$ cat config.mk
export PLATFORM = sky130hd
export DESIGN_NAME = tos_ram
export DESIGN_NICKNAME = d
export VERILOG_FILES = /design/src/rtl/tos_ram.sv
export SDC_FILE = /design/constraint.sdc
export NUM_CORES = 2
export LEC_CHECK = 0
export BUFFER_PORTS_ARGS = -buffer_cell sky130_fd_sc_hd__buf_2
export CAP_MARGIN = 10
export CORE_MARGIN = 2
export CORE_UTILIZATION = 30
export CTS_BUF_LIST = sky130_fd_sc_hd__clkbuf_8
export DETAILED_ROUTE_END_ITERATION = 10
export GPL_TIMING_DRIVEN = 1
export PLACE_DENSITY_LB_ADDON = 0.12
export SLEW_MARGIN = 10
export SYNTH_ARGS = -nofsm -noshare
export SYNTH_HDL_FRONTEND = slang
export SYNTH_SLANG_ARGS = --single-unit
$ cat constraint.sdc
create_clock -name clk -period 9.1 [get_ports clk]
set_input_delay 0.455 -clock clk [delete_from_list [all_inputs] [get_ports clk]]
set_output_delay 0.455 -clock clk [all_outputs]
set_load 0.01 [all_outputs]
$ cat src/rtl/tos_ram.sv
module tos_ram #(
  parameter int WIDTH = 64,
  parameter int DEPTH = 26
) (
  input  logic                                 clk,
  input  logic                                 we,
  input  logic [((DEPTH > 1) ? $clog2(DEPTH) : 1)-1:0] waddr,
  input  logic [WIDTH-1:0]                     wdata,
  input  logic [((DEPTH > 1) ? $clog2(DEPTH) : 1)-1:0] raddr_a,
  input  logic [((DEPTH > 1) ? $clog2(DEPTH) : 1)-1:0] raddr_b,
  output logic [WIDTH-1:0]                     rdata_a,
  output logic [WIDTH-1:0]                     rdata_b
);

  logic [WIDTH-1:0] mem [DEPTH];

  always_ff @(posedge clk) begin
    if (we) begin
      mem[waddr] <= wdata;
    end
    rdata_a <= mem[raddr_a];
    rdata_b <= mem[raddr_b];
  end

endmodule

==> results_dict.tcl <==
set metrics [dict create \
    peakVddDrop_v 0.000153 \
    final.min_clock_period_ns 3.40 \
    drv_cap 0 \
    mostFrequentLayoutCells "edfxtp_1, mux4_2, clkbuf_8" \
    grt_pass1_vias 46300 \
    dieWidth_um 515 \
    path_clk_slew_ns 0.06 \
    setup_viol 0 \
    drcViolationCount 0 \
    cts-buffers-inserted 344 \
    rows 187 \
    fin_area_mm2 0.0906 \
    rr_worst_depth 4 \
    synthAdderAreaFrac_pct 0 \
    die_height_um 515 \
    syn2layout_area_growth_pct 15.8 \
    worstPathCellList "dlygate4sd3_1, buf_8, buf_4, buf_12, mux4_2, mux2_2, o211ai_1, nand3_1" \
    syn_area_mm2 0.0782 \
    fin_skew_ns 0.0740 \
    synth_cell_type_count 21 \
    synth-seq-area-share_pct 67.1 \
    grt_pass1_wl_um 375000 \
    min_path_cells 4 \
    cts_root_buf "clkbuf_8" \
    synth-compound-area-share_pct 3.68 \
    slowest_delay_ns 0.74 \
    outcome "finished clean" \
    powerDensity_mw_per_mm2 202 \
    core_area_mm2 0.259 \
    multi_input_area_mm2 0.0245 \
    min_path_type "in -> reg" \
    yosysTopAreaCell "edfxtp_1" \
    path_class "in -> reg" \
    htreeDepth 5 \
    yosys_warnings 0 \
    worst_setup_path_end_kind "flop" \
    antenna_left 0 \
    ctsResizeCount 0 \
    portBuffers 208 \
    routed_wl_um 269000 \
    synth_top_family_by_area "multiplexers" \
    wire_per_inst_um 34.1 \
    grtUsageTotal_pct 20.1 \
    postPlaceCellArea_mm2 0.0834 \
    pin_count 209 \
    fin_util_pct 34.9 \
    cts_num_sinks 1792 \
    drv_slew 0 \
    synth_xor_area_share_pct 0 \
    synth_simple_gate_area_share_pct 1.75 \
    final_nets 4306 \
    synth_area_per_cell_um2 20.6 \
    worstSkewPairLatency_ns 1.05 \
    synthCells 3803 \
    cts_tree "done" \
    clock.fmax_mhz 294 \
    syn-num-nets 3884 \
    gp_congestion 0.730 \
    antenna_found_initial 19 \
    die_area_mm2 0.265 \
    critPathLaunchType "input pin" \
    final.period_utilization_pct 37.3 \
    grt-ovfl-total 0 \
    vias 43500 \
    seq_area_mm2 0.0525 \
    relSlewSlack_pct 12.8 \
    initial_utilization_pct 30.2 \
    initialDrtViolationCount 4012 \
    synth_top_area_share_pct 63.9 \
    dp_hpwl_um 138000 \
    drive_above_1_share_pct 37.5 \
    synthTopCellsByArea "edfxtp_1, mux4_2, dfxtp_1" \
    critPathSlowestCell "buf_4" \
    rsz0062_at_grt "false" \
    grt_max_degree 110 \
    hold_violations 0 \
    fin_tns_setup_ns 0 \
    dp.cells 7213 \
    avgViaCountPerCell 5.50 \
    ys_ff_latch 1792 \
    worst_ep_arrival_time_ns 4.25 \
    cts.path.max_buffers 4 \
    power.leakage_nw 29.0 \
    worstMarginPinSlew_ns 1.31 \
    worstPathRequired_ns 9.95 \
    dr.pass1.iters 6 \
    finalPower_w 0.0183 \
    fillers 24200 \
    finalNonFillerCells 7899 \
    layout_commonest_cell "edfxtp_1" \
    synthMuxAreaShare_pct 25.6 \
    worstPathMaxFanout 89 \
]
power by group:
group / total, W / leakage [nW] / internal, W / switching [W]
logic: 0.00138 / 9.14 / 0.000573 / 0.000802
clock network: 0.00764 / 3.83 / 0.00411 / 0.00354
registers: 0.00927 / 16.1 / 0.00917 / 0.000103
total: 0.0183 / 29.0 / 0.0138 / 0.00444
metrics by stage:
step / setup WS [ns] / hold slack, ns
after global placement: 5.00 / 0.641
after floorplan: 4.84 / 0.554
after global routing: 5.54 / 0.136
final: 5.70 / 0.177
after detailed placement: 5.00 / 0.643
after CTS: 5.71 / 0.0880
sequential cells by signal (all words and copies together) (netlist names):
name,flops
rdata_a,64
rdata_b,64
mem,1664
timing repair:
item	4_1_cts	5_1_grt
setup buffers	0	0
endpoints found under the hold margin	1692	0
hold buffers	68	0
endpoints found under the setup margin	0	0
per-layer routing:
metal  part of all wire, %  global-route usage, %
met1                    43                   26.9
met2                    49                   33.4
met3                   5.7                   3.73
met4                   2.6                   5.59
met5                 0.031                      0
layout make-up:
class / instances / share of cell area (%)
Clock buffer: 388 / 5.90
Timing Repair Buffer: 377 / 3.07
Sequential cell: 1792 / 58.0
Clock inverter: 223 / 1.26
Antenna cell: 7 / 0.0193
Tap cell: 3402 / 4.70
Multi-Input combinational cell: 1710 / 27.1
cells in the mapped netlist:
library cell,instances
mux2_2,128
buf_4,5
mux2i_1,128
or3_1,1
or3b_2,3
nor2_1,27
nor3b_1,4
buf_1,7
nand3_1,129
a22oi_1,256
nor3_2,2
mux4_2,768
nand3b_1,5
and3b_1,2
edfxtp_1,1664
buf_6,18
dfxtp_1,128
nand2_1,129
clkbuf_1,148
buf_2,123
o211ai_1,128
critical path, delay by kind of cell:
kind,cells,cell delay (ns)
buffers and inverters,4,2.15
AND/OR/NAND/NOR,1,0.16
AO/OA/AOI/OAI,1,0.27
multiplexers,2,0.89
cells by family (layout without fill, tap and decap cells):
| group | after synthesis | after routing |
|---|---|---|
| simple gates | 302 | 302 |
| compound gates | 384 | 384 |
| buf+inv | 301 | 988 |
| mux | 1024 | 1024 |
| other cells | 0 | 7 |
| flops | 1792 | 1792 |
final timing paths:
path / start / endpoint / slack, ns
max reg2reg: mem[12][47] / rdata_a[47] / 7.37
max: raddr_a[0] / rdata_a[47] / 5.70
min reg2reg: mem[24][11] / rdata_a[11] / 0.65
min: raddr_b[1] / rdata_b[24] / 0.18
Note: power is estimated with default switching activity, not from simulation.
