**config.mk**
```make
export PLATFORM = sky130hd
export DESIGN_NAME = tos_cell
export DESIGN_NICKNAME = d
export VERILOG_FILES = /design/src/rtl/tos_pkg.sv /design/src/rtl/tos_cell.sv
export SDC_FILE = /design/constraint.sdc
export NUM_CORES = 1
export LEC_CHECK = 0
export ABC_AREA = 0
export BUFFER_PORTS_ARGS = -buffer_cell sky130_fd_sc_hd__buf_2
export CAP_MARGIN = 20
export CORE_AREA = 2 2 110 112
export CTS_CLUSTER_DIAMETER = 40
export DETAILED_ROUTE_END_ITERATION = 6
export DIE_AREA = 0 0 112 114
export PLACE_DENSITY = 0.65
export SLEW_MARGIN = 20
export SYNTH_ARGS = -nofsm -noshare
export SYNTH_HDL_FRONTEND = slang
export SYNTH_SLANG_ARGS = --single-unit
export TNS_END_PERCENT = 50
```
**constraint.sdc**
```tcl
create_clock -name clk -period 3.23 [get_ports clk]
set_input_delay 0.646 -clock clk [delete_from_list [all_inputs] [get_ports clk]]
set_output_delay 0.646 -clock clk [all_outputs]
set_load 0.02 [all_outputs]
```
**src/rtl/tos_pkg.sv**
```systemverilog
package tos_pkg;

  localparam int ValueW = 64;
  localparam int VarW   = 6;

  typedef enum logic [3:0] {
    OP_PUSH     = 4'd0,
    OP_PUSHREF  = 4'd1,
    OP_POP      = 4'd2,
    OP_POPREF   = 4'd3,
    OP_WRITEVAR = 4'd4,
    OP_DUP      = 4'd5,
    OP_SWAP     = 4'd6,
    OP_CLEAR    = 4'd7,
    OP_PEEK     = 4'd8
  } op_t;

  typedef enum logic [1:0] {
    STS_OK        = 2'd0,
    STS_OVERFLOW  = 2'd1,
    STS_UNDERFLOW = 2'd2,
    STS_NOTREF    = 2'd3
  } status_t;

  // What a cell loads at the next edge.
  typedef enum logic [1:0] {
    CM_HOLD = 2'd0,
    CM_PREV = 2'd1,
    CM_NEXT = 2'd2,
    CM_LOAD = 2'd3
  } cell_mode_t;

  // One stack entry: a plain value word, or a reference to a variable.
  typedef struct packed {
    logic                     is_ref;
    logic [VarW-1:0]          var_idx;
    logic signed [ValueW-1:0] value;
  } entry_t;

endpackage

```
**src/rtl/tos_cell.sv**
```systemverilog
module tos_cell
  import tos_pkg::*;
(
  input  logic       clk,
  input  cell_mode_t mode,
  input  entry_t     prev_entry,
  input  entry_t     next_entry,
  input  entry_t     load_entry,
  output entry_t     entry
);

  // Take from the neighbour nearer the top on a push, from the one below on a pop.
  always_ff @(posedge clk) begin
    case (mode)
      CM_HOLD: entry <= entry;
      CM_PREV: entry <= prev_entry;
      CM_NEXT: entry <= next_entry;
      CM_LOAD: entry <= load_entry;
      default: entry <= entry;
    endcase
  end

endmodule

```
==> impl_metrics.csv, run 1 <==
group,metric,value,unit
route,routed_via_density,4.51,
setup_path,cp_cell_sequence,"buf_4 > or2_4 > buf_12",
yosys,syn-num-nets,525,
layout,layout_common_cells,"284 x buf_2, 71 x mux2i_1, 71 x nor2_1, 71 x a21oi_1, 71 x edfxtp_1",
yosys,synth-simple-area-share,7.45,%
layout,final_layout_size_suffix_gt1_share,51.0,%
clock_tree,ctsHoldBuffers,0,
placed_design,dpl_cell_area,5150,µm²
setup_path,cp_data_required_time,3.23,ns
layout,area_growth,47.5,%
clock_tree,clk_pin_slew_worst_paths,0.05,ns
timing,slew_viol_final,0,
setup_path,criticalPathCategory,"in -> reg",
timing,rsz0062_at_grt,"false",
setup_path,worstSetupStartpointType,"input pin",
timing,slew_headroom,66.4,%
yosys,syn_avg_cell_area,11.8,µm²
floorplanning,io_pins,287,
route,drtAntennaViolNets,0,
layout,fillers,1142,
floorplanning,initial_core_util,31.3,%
setup_path,crit_start,"mode[1]",
route,wl_per_cell,13.6,µm
layout,largest_register,"entry",
grt,grt_pass1_wl,15000,µm
layout,finalNetCount,801,
setup_path,cp_max_fo,52,
clock_tree,postCtsSetupBuffers,0,
yosys,seq_area_frac_synth,58.2,%
layout,largestRegisters,"entry x71",
grt,overflow,0,
route,first_iter_violations,98,
power_and_ir_drop,peakVddDrop,172,µV
timing,setup_violations,0,
setup_path,endpoint,"entry[32]$_DFFE_PP_",
yosys,synth_compound_area_share,9.71,%
layout,largest_reg_flops,71,
route,drtPass1Iterations,4,
outcome,status,"completed",
clock_tree,ctsResizeCount,0,
route,dr_total_vias,3317,
setup_path,arrival,1.86,ns
clock_tree,htree_levels,3,
setup_path,cpPeakStageDelay,0.47,ns
timing,hold_viol_final,0,
setup_path,cp-end-kind,"flop",
yosys,synthDistinctLibCells,10,
floorplanning,num_rows,40,
yosys,synth_top_family_by_area,"multiplexers",
yosys,synth_warnings,0,
worst_hold_path,hp-class,"in -> reg",
placed_design,portBuffers,286,
layout,diodes,0,
grt,grtUsageTotal,14.9,%
flow_run,max_cap_violations,0,
timing,fin_crit,1.86,ns
timing,tns,0,ns
yosys,muxShareOfSynthArea,19.4,%
floorplanning,coreArea,11700,µm²
grt,grt_max_degree,93,
yosys,synthAdderAreaFrac,0,%
placed_design,dp_cells,721,
route,wl,10000,µm
layout,final_common_cell,"buf_2",
floorplanning,dieArea,12800,µm²
placed_design,hpwl,7770,µm
floorplanning,fp.dieW,112,µm
power_and_ir_drop,power_density,477,nW/µm²
placed_design,routabilityCongestion,0.818,
timing,min_period_over_period,57.6,%
clock_tree,cts_max_path_buffers,2,
timing,tightest_slew,0.505,ns
yosys,synth_xor_area_share,0,%
yosys,synth_area,3660,µm²
setup_path,cp_slowest_cell,"or2_4",
layout,final_cells,735,
grt,grt_pass1_vias,3194,
timing,fmax,0.538,GHz
clock_tree,cts_root_buf,"clkbuf_16",
clock_tree,cts_tree,"built",
clock_tree,cts-buffers-inserted,9,
route,drc_errors,0,
yosys,ys_seq_elements,71,
yosys,syn_inst,309,
power_and_ir_drop,p_leak,2.64,nW
floorplanning,die_h,114,µm
clock_tree,cts_sinks,71,
power_and_ir_drop,finalPower,2.57,mW
grt,antenna_found_initial,0,
layout,finish.instance_area,5400,µm²
timing,whs,0.653,ns
-- worst max-delay path: cells and delay by family --
kind,cells,cell delay (ns)
buf+inv,2,0.68
simple gates,1,0.47
-- kinds of logic (layout without fill, tap and decap cells) --
| family | after synthesis | count (layout) |
|---|---|---|
| AND/OR/NAND/NOR | 72 | 72 |
| AO/OA/AOI/OAI | 71 | 71 |
| multiplexers | 71 | 71 |
| flip-flops | 71 | 71 |
| buffers and inverters | 24 | 303 |
-- routing by layer --
metal	vias to the layer above	global-route usage [%]	routed length (µm)
met4	0	4.47	143
met1	1452	16.5	3740
li1	1685	-	-
met3	13	4.36	889
met5	-	0	0
met2	167	27.8	5220
-- metrics by stage --
step | setup slack (ns) | util (%)
after floorplan | 0.946 | -
after global placement | 1.04 | 44.0
after detailed placement | 0.996 | 44.0
after CTS | 1.34 | 46.1
after global routing | 1.23 | 46.1
final | 1.37 | 46.1
-- synthesized netlist by cell type --
| cell | instances | area [µm²] |
|---|---|---|
| mux2i_1 | 71 | 711 |
| buf_8 | 7 | 105 |
| buf_2 | 8 | 40.0 |
| buf_4 | 1 | 7.51 |
| clkbuf_1 | 7 | 26.3 |
| buf_6 | 1 | 11.3 |
| or2_2 | 1 | 6.26 |
| edfxtp_1 | 71 | 2130 |
| nor2_1 | 71 | 267 |
| a21oi_1 | 71 | 355 |
-- where the power goes --
group          switching [mW]  internal (mW)
clock                   0.324          0.504
combinational           0.336          0.242
sequential             0.0267           1.14
total                   0.686           1.89
-- cell type report --
class | count | area, µm² | area share (%)
multi-input combinational | 214 | 1340 | 24.8
sequential | 71 | 2130 | 39.5
timing repair buffer | 289 | 1500 | 27.7
clock buffer | 11 | 233 | 4.31
clock inverter | 3 | 12.5 | 0.232
tap | 147 | 184 | 3.41
-- worst min path at each step --
stage | end | cells past startpoint | from
2_1_floorplan | entry[68]$_DFFE_PP_ | 2 | prev_entry[68]
3_3_place_gp | entry[68]$_DFFE_PP_ | 3 | prev_entry[68]
3_5_place_dp | entry[2]$_DFFE_PP_ | 3 | prev_entry[2]
4_1_cts | entry[2]$_DFFE_PP_ | 3 | prev_entry[2]
5_1_grt | entry[6]$_DFFE_PP_ | 3 | prev_entry[6]
6_report | entry[6]$_DFFE_PP_ | 3 | prev_entry[6]
No activity file was read; power rests on OpenSTA's default activity.
==> run 2: changes to the inputs <==
--- a/config.mk
+++ b/config.mk
@@ -12,7 +12,7 @@
 export CTS_CLUSTER_DIAMETER = 40
 export DETAILED_ROUTE_END_ITERATION = 6
 export DIE_AREA = 0 0 112 114
-export PLACE_DENSITY = 0.65
+export PLACE_DENSITY = 0.67
 export SLEW_MARGIN = 20
 export SYNTH_ARGS = -nofsm -noshare
 export SYNTH_HDL_FRONTEND = slang
==> constraint.sdc (replaced) <==
create_clock -name clk -period 1.7 [get_ports clk]
set_input_delay 0.34 -clock clk [delete_from_list [all_inputs] [get_ports clk]]
set_output_delay 0.34 -clock clk [all_outputs]
set_load 0.02 [all_outputs]
==> run 2 against run 1 <==
Effect of this change: global-route usage fell by 0.28 points; core utilization fell by 0.075 points; highest routed layer unchanged; worst setup slack got worse by 0.94 ns; critical endpoint is now entry[38]$_DFFE_PP_.
==> impl_metrics.csv, run 2 (synthesized netlist as in run 1, its figures left out) <==
group,metric,value,unit
layout,diodes,0,
floorplanning,coreArea,11700,µm²
placed_design,portBuffers,286,
layout,finish.instance_area,5390,µm²
layout,largest_register,"entry",
timing,tightest_slew,0.943,ns
clock_tree,clk_pin_slew_worst_paths,0.06,ns
power_and_ir_drop,power_density,916,nW/µm²
route,drc_errors,0,
route,routed_via_density,4.53,
timing,slew_viol_final,0,
grt,overflow,0,
timing,fin_ws,0.425,ns
power_and_ir_drop,p_leak,2.64,nW
grt,grt_pass1_wl,14800,µm
floorplanning,die_h,114,µm
clock_tree,cts_max_path_buffers,2,
timing,whs,0.344,ns
layout,final_common_cell,"buf_2",
layout,layout_common_cells,"284 x buf_2, 71 x mux2i_1, 71 x nor2_1, 71 x a21oi_1, 71 x edfxtp_1",
timing,fmax,0.785,GHz
clock_tree,cts_sinks,71,
layout,final_layout_size_suffix_gt1_share,51.3,%
worst_hold_path,hp-class,"in -> reg",
layout,area_growth,47.2,%
clock_tree,cts-buffers-inserted,9,
timing,hold_viol_final,0,
placed_design,routabilityCongestion,0.806,
worst_hold_path,hold-path-cell-count,3,
outcome,status,"completed",
setup_path,critPathBufInv,1,
timing,fin_crit,1.27,ns
grt,grt_pass1_vias,3192,
route,drtPass1Iterations,4,
layout,largestRegisters,"entry x71",
floorplanning,initial_core_util,31.3,%
grt,grt_max_degree,143,
grt,antenna_found_initial,0,
timing,tns,0,ns
clock_tree,ctsHoldBuffers,0,
setup_path,cp_slowest_cell,"or2_4",
floorplanning,io_pins,287,
setup_path,cpPeakStageDelay,0.74,ns
floorplanning,num_rows,40,
setup_path,cp_data_required_time,1.64,ns
power_and_ir_drop,finalPower,4.94,mW
setup_path,cp-end-kind,"flop",
setup_path,cp_max_fo,71,
timing,min_period_over_period,75.0,%
floorplanning,dieArea,12800,µm²
route,wl,10100,µm
route,wl_per_cell,13.7,µm
flow_run,max_cap_violations,0,
timing,rsz0062_at_grt,"false",
layout,largest_reg_flops,71,
clock_tree,htree_levels,3,
worst_hold_path,min_to,"entry[34]$_DFFE_PP_",
placed_design,hpwl,7730,µm
power_and_ir_drop,peakVddDrop,396,µV
setup_path,worstSetupStartpointType,"input pin",
floorplanning,fp.dieW,112,µm
clock_tree,cts_tree,"built",
clock_tree,ctsResizeCount,0,
placed_design,dpl_cell_area,5130,µm²
route,drtAntennaViolNets,0,
clock_tree,cts_root_buf,"clkbuf_16",
setup_path,criticalPathCategory,"in -> reg",
clock_tree,postCtsSetupBuffers,0,
setup_path,arrival,1.21,ns
timing,setup_violations,0,
setup_path,critPathTopFamily,"simple AND/OR/NAND/NOR gates",
setup_path,cp_cell_sequence,"buf_4 > or2_4",
worst_hold_path,holdCritStartpoint,"prev_entry[34]",
timing,slew_headroom,37.2,%
route,first_iter_violations,74,
grt,grtUsageTotal,14.7,%
route,dr_total_vias,3336,
layout,finalNetCount,800,
placed_design,pre_cts_slack,0.0549,ns
==> run 2: cell count changes in the layout (fill, tap and decap cells not counted) <==
cell / before / now
clkinv_2: 1 / 4
buf_12: 3 / 2
clkbuf_1: 2 / 1
==> run 2: tightest hold or removal path, stage by stage <==
cell     delay, ns
buf_2         0.08
nor2_1        0.03
a21oi_1       0.10
==> run 2: final cells by class <==
class	count	area, µm²
Tap cell	147	184
Fill cell	1137	6320
Clock inverter	6	27.5
Clock buffer	10	229
Multi-Input combinational cell	214	1340
Timing Repair Buffer	288	1480
Sequential cell	71	2130
==> run 2: layer usage <==
metal / track usage, % / wire length [µm] / up-vias
met4: 4.80 / 155 / 0
met5: 0 / 0 / -
li1: - / - / 1685
met2: 27.3 / 5170 / 171
met1: 15.7 / 3810 / 1467
met3: 4.73 / 933 / 13
==> run 2: how the worst max path moves through the flow <==
stage	slack, ns	end	startpoint	cells after the start
after floorplan	0.07	entry[0]$_DFFE_PP_	mode[0]	3
after global placement	0.1	entry[45]$_DFFE_PP_	mode[1]	2
after detailed placement	0.05	entry[37]$_DFFE_PP_	mode[1]	2
after CTS	0.41	entry[38]$_DFFE_PP_	mode[0]	2
after global routing	0.35	entry[38]$_DFFE_PP_	mode[1]	2
final	0.43	entry[38]$_DFFE_PP_	mode[0]	2
==> run 2: power by group <==
| part | internal, mW | total (mW) | switching (mW) |
|---|---|---|---|
| Combinational | 0.455 | 1.09 | 0.636 |
| Sequential | 2.17 | 2.22 | 0.0518 |
| Clock | 0.966 | 1.62 | 0.659 |
| Total | 3.59 | 4.94 | 1.35 |
==> run 2: stage by stage <==
stage	utilization, %	instances
finish	46.0	736
global route	46.0	736
CTS	46.0	736
detailed placement	43.8	720
global placement	43.8	720
floorplan	-	309
==> run 3: changes to the inputs <==
==> constraint.sdc (replaced) <==
create_clock -name clk -period 1.1 [get_ports clk]
set_input_delay 0.22 -clock clk [delete_from_list [all_inputs] [get_ports clk]]
set_output_delay 0.22 -clock clk [all_outputs]
set_load 0.02 [all_outputs]
==> run 3 against run 2 <==
Effect of this change: the flow now finishes with violations (negative setup slack); critical path depth down 1; routed wire length up 2.4%; critical path type is now reg -> out; global-route usage up 0.90 points; final cell count up 0.68%; design area up 3.9%; first-iteration DRC count up 16%; largest power group unchanged; worst hold slack worse by 0.13 ns; via count up 0.42%; clock power up 52%.
==> impl_metrics.csv, run 3 (synthesized netlist as in run 1, its figures left out) <==
group,metric,value,unit
grt,grt_pass1_wl,15600,µm
route,dr_total_vias,3350,
layout,final_common_cell,"buf_2",
power_and_ir_drop,p_comb_share,23.5,%
timing,rsz0062_at_grt,"true",
timing,slew_headroom,81.5,%
worst_hold_path,holdCritStartpoint,"prev_entry[49]",
clock_tree,cts_max_path_buffers,2,
placed_design,hpwl,7830,µm
route,top_layer,"met4",
outcome,violations,"negative setup slack",
grt,grt_pass1_vias,3288,
timing,tightest_slew,0.278,ns
route,wl_per_cell,13.9,µm
layout,finish.instance_area,5600,µm²
floorplanning,num_rows,40,
timing,slew_viol_final,0,
setup_path,cp_max_fo,1,
power_and_ir_drop,p_leak,2.73,nW
floorplanning,initial_core_util,31.3,%
grt,grtUsageTotal,15.6,%
timing,fmax,0.888,GHz
setup_path,cp_data_required_time,0.88,ns
setup_path,critPathTopFamily,"flip-flops",
power_and_ir_drop,p_sw_share,26.6,%
timing,hold_viol_final,0,
worst_hold_path,hp-class,"in -> reg",
timing,fin_ws,-0.0260,ns
timing,min_period_over_period,102,%
floorplanning,die_h,114,µm
power_and_ir_drop,power_density,1380,nW/µm²
floorplanning,dieArea,12800,µm²
setup_path,crit_start,"entry[58]$_DFFE_PP_",
setup_path,cp_cell_sequence,"buf_6",
route,routed_via_density,4.52,
layout,largest_reg_flops,71,
grt,grt_max_degree,67,
placed_design,portBuffers,286,
clock_tree,cts-buffers-inserted,9,
power_and_ir_drop,pwr-share-clk,31.8,%
placed_design,dpl_cell_area,5240,µm²
floorplanning,fp.dieW,112,µm
clock_tree,cts_sinks,71,
route,wl_met2,5350,µm
route,drc_errors,0,
clock_tree,htree_levels,3,
floorplanning,io_pins,287,
layout,area_growth,53.0,%
power_and_ir_drop,power_frac_seq,44.7,%
timing,setup_violations,4,
power_and_ir_drop,p_int,5.67,mW
setup_path,cp_slowest_cell,"edfxtp_1",
route,wl,10300,µm
setup_path,arrival,0.91,ns
floorplanning,coreArea,11700,µm²
route,route.met3.wl,958,µm
setup_path,cp-end-kind,"output port",
layout,finalNetCount,807,
clock_tree,cts_tree,"built",
power_and_ir_drop,power.switching,2.06,mW
flow_run,max_cap_violations,0,
clock_tree,clk_pin_slew_worst_paths,0.06,ns
route,wl_met1,3840,µm
layout,largestRegisters,"entry x71",
grt,overflow,0,
setup_path,criticalPathCategory,"reg -> out",
timing,fin_crit,1.13,ns
clock_tree,postCtsSetupBuffers,0,
layout,diodes,0,
timing,whs,0.214,ns
outcome,status,"finished with violations",
clock_tree,cts_root_buf,"clkbuf_16",
layout,layout_common_cells,"265 x buf_2, 71 x mux2i_1, 71 x nor2_1, 71 x a21oi_1, 71 x edfxtp_1",
power_and_ir_drop,peakVddDrop,783,µV
setup_path,worstSetupStartpointType,"flop",
layout,largest_register,"entry",
route,drtPass1Iterations,4,
setup_path,critPathBufInv,1,
layout,final_layout_size_suffix_gt1_share,51.5,%
placed_design,routabilityCongestion,0.824,
setup_path,cpPeakStageDelay,0.42,ns
route,first_iter_violations,86,
route,drtAntennaViolNets,0,
grt,antenna_found_initial,0,
==> run 3: final timing paths <==
path                   to  cells after the start
min   entry[49]$_DFFE_PP_                      3
max             entry[58]                      1
==> run 3: power by group through the flow <==
stage	logic, mW	registers, mW	clock network [mW]
after floorplan	0.530	3.91	0
after global placement	1.71	3.48	0
after detailed placement	1.74	3.49	0
after CTS	1.77	3.45	2.56
after global routing	1.96	3.49	2.69
final	1.81	3.46	2.46
==> run 3: cell type report <==
| type | count | area, µm² |
|---|---|---|
| clock buffer | 11 | 233 |
| clock inverter | 3 | 12.5 |
| fill | 1123 | 6110 |
| multi-input combinational | 214 | 1340 |
| sequential | 71 | 2130 |
| tap | 147 | 184 |
| timing repair buffer | 295 | 1700 |
==> run 3: repair_timing <==
item                       in CTS  in global routing
hold buffers                    0                  0
setup endpoints to repair      10                 46
cloned                          0                  0
gates resized for setup        10                 30
pin swaps                       0                  0
==> run 3: through the flow <==
stage / cells / setup TNS [ns] / util (%) / setup slack [ns] / total power, mW
finish: 741 / -0.0676 / 47.8 / -0.0260 / 7.73
global route: 741 / -0.661 / 47.8 / -0.0636 / 8.14
CTS: 741 / -0.254 / 47.1 / -0.0582 / 7.78
detailed placement: 727 / -7.55 / 44.7 / -0.164 / 5.23
global placement: 727 / -6.19 / 44.7 / -0.119 / 5.19
floorplan: 309 / -25.98 / - / -0.366 / 4.44
==> run 3: per-layer routing <==
layer	vias to the layer above	global-route usage [%]
met5	-	0
met4	0	5.61
met3	12	5.42
met2	165	28.4
met1	1478	16.8
li1	1695	-
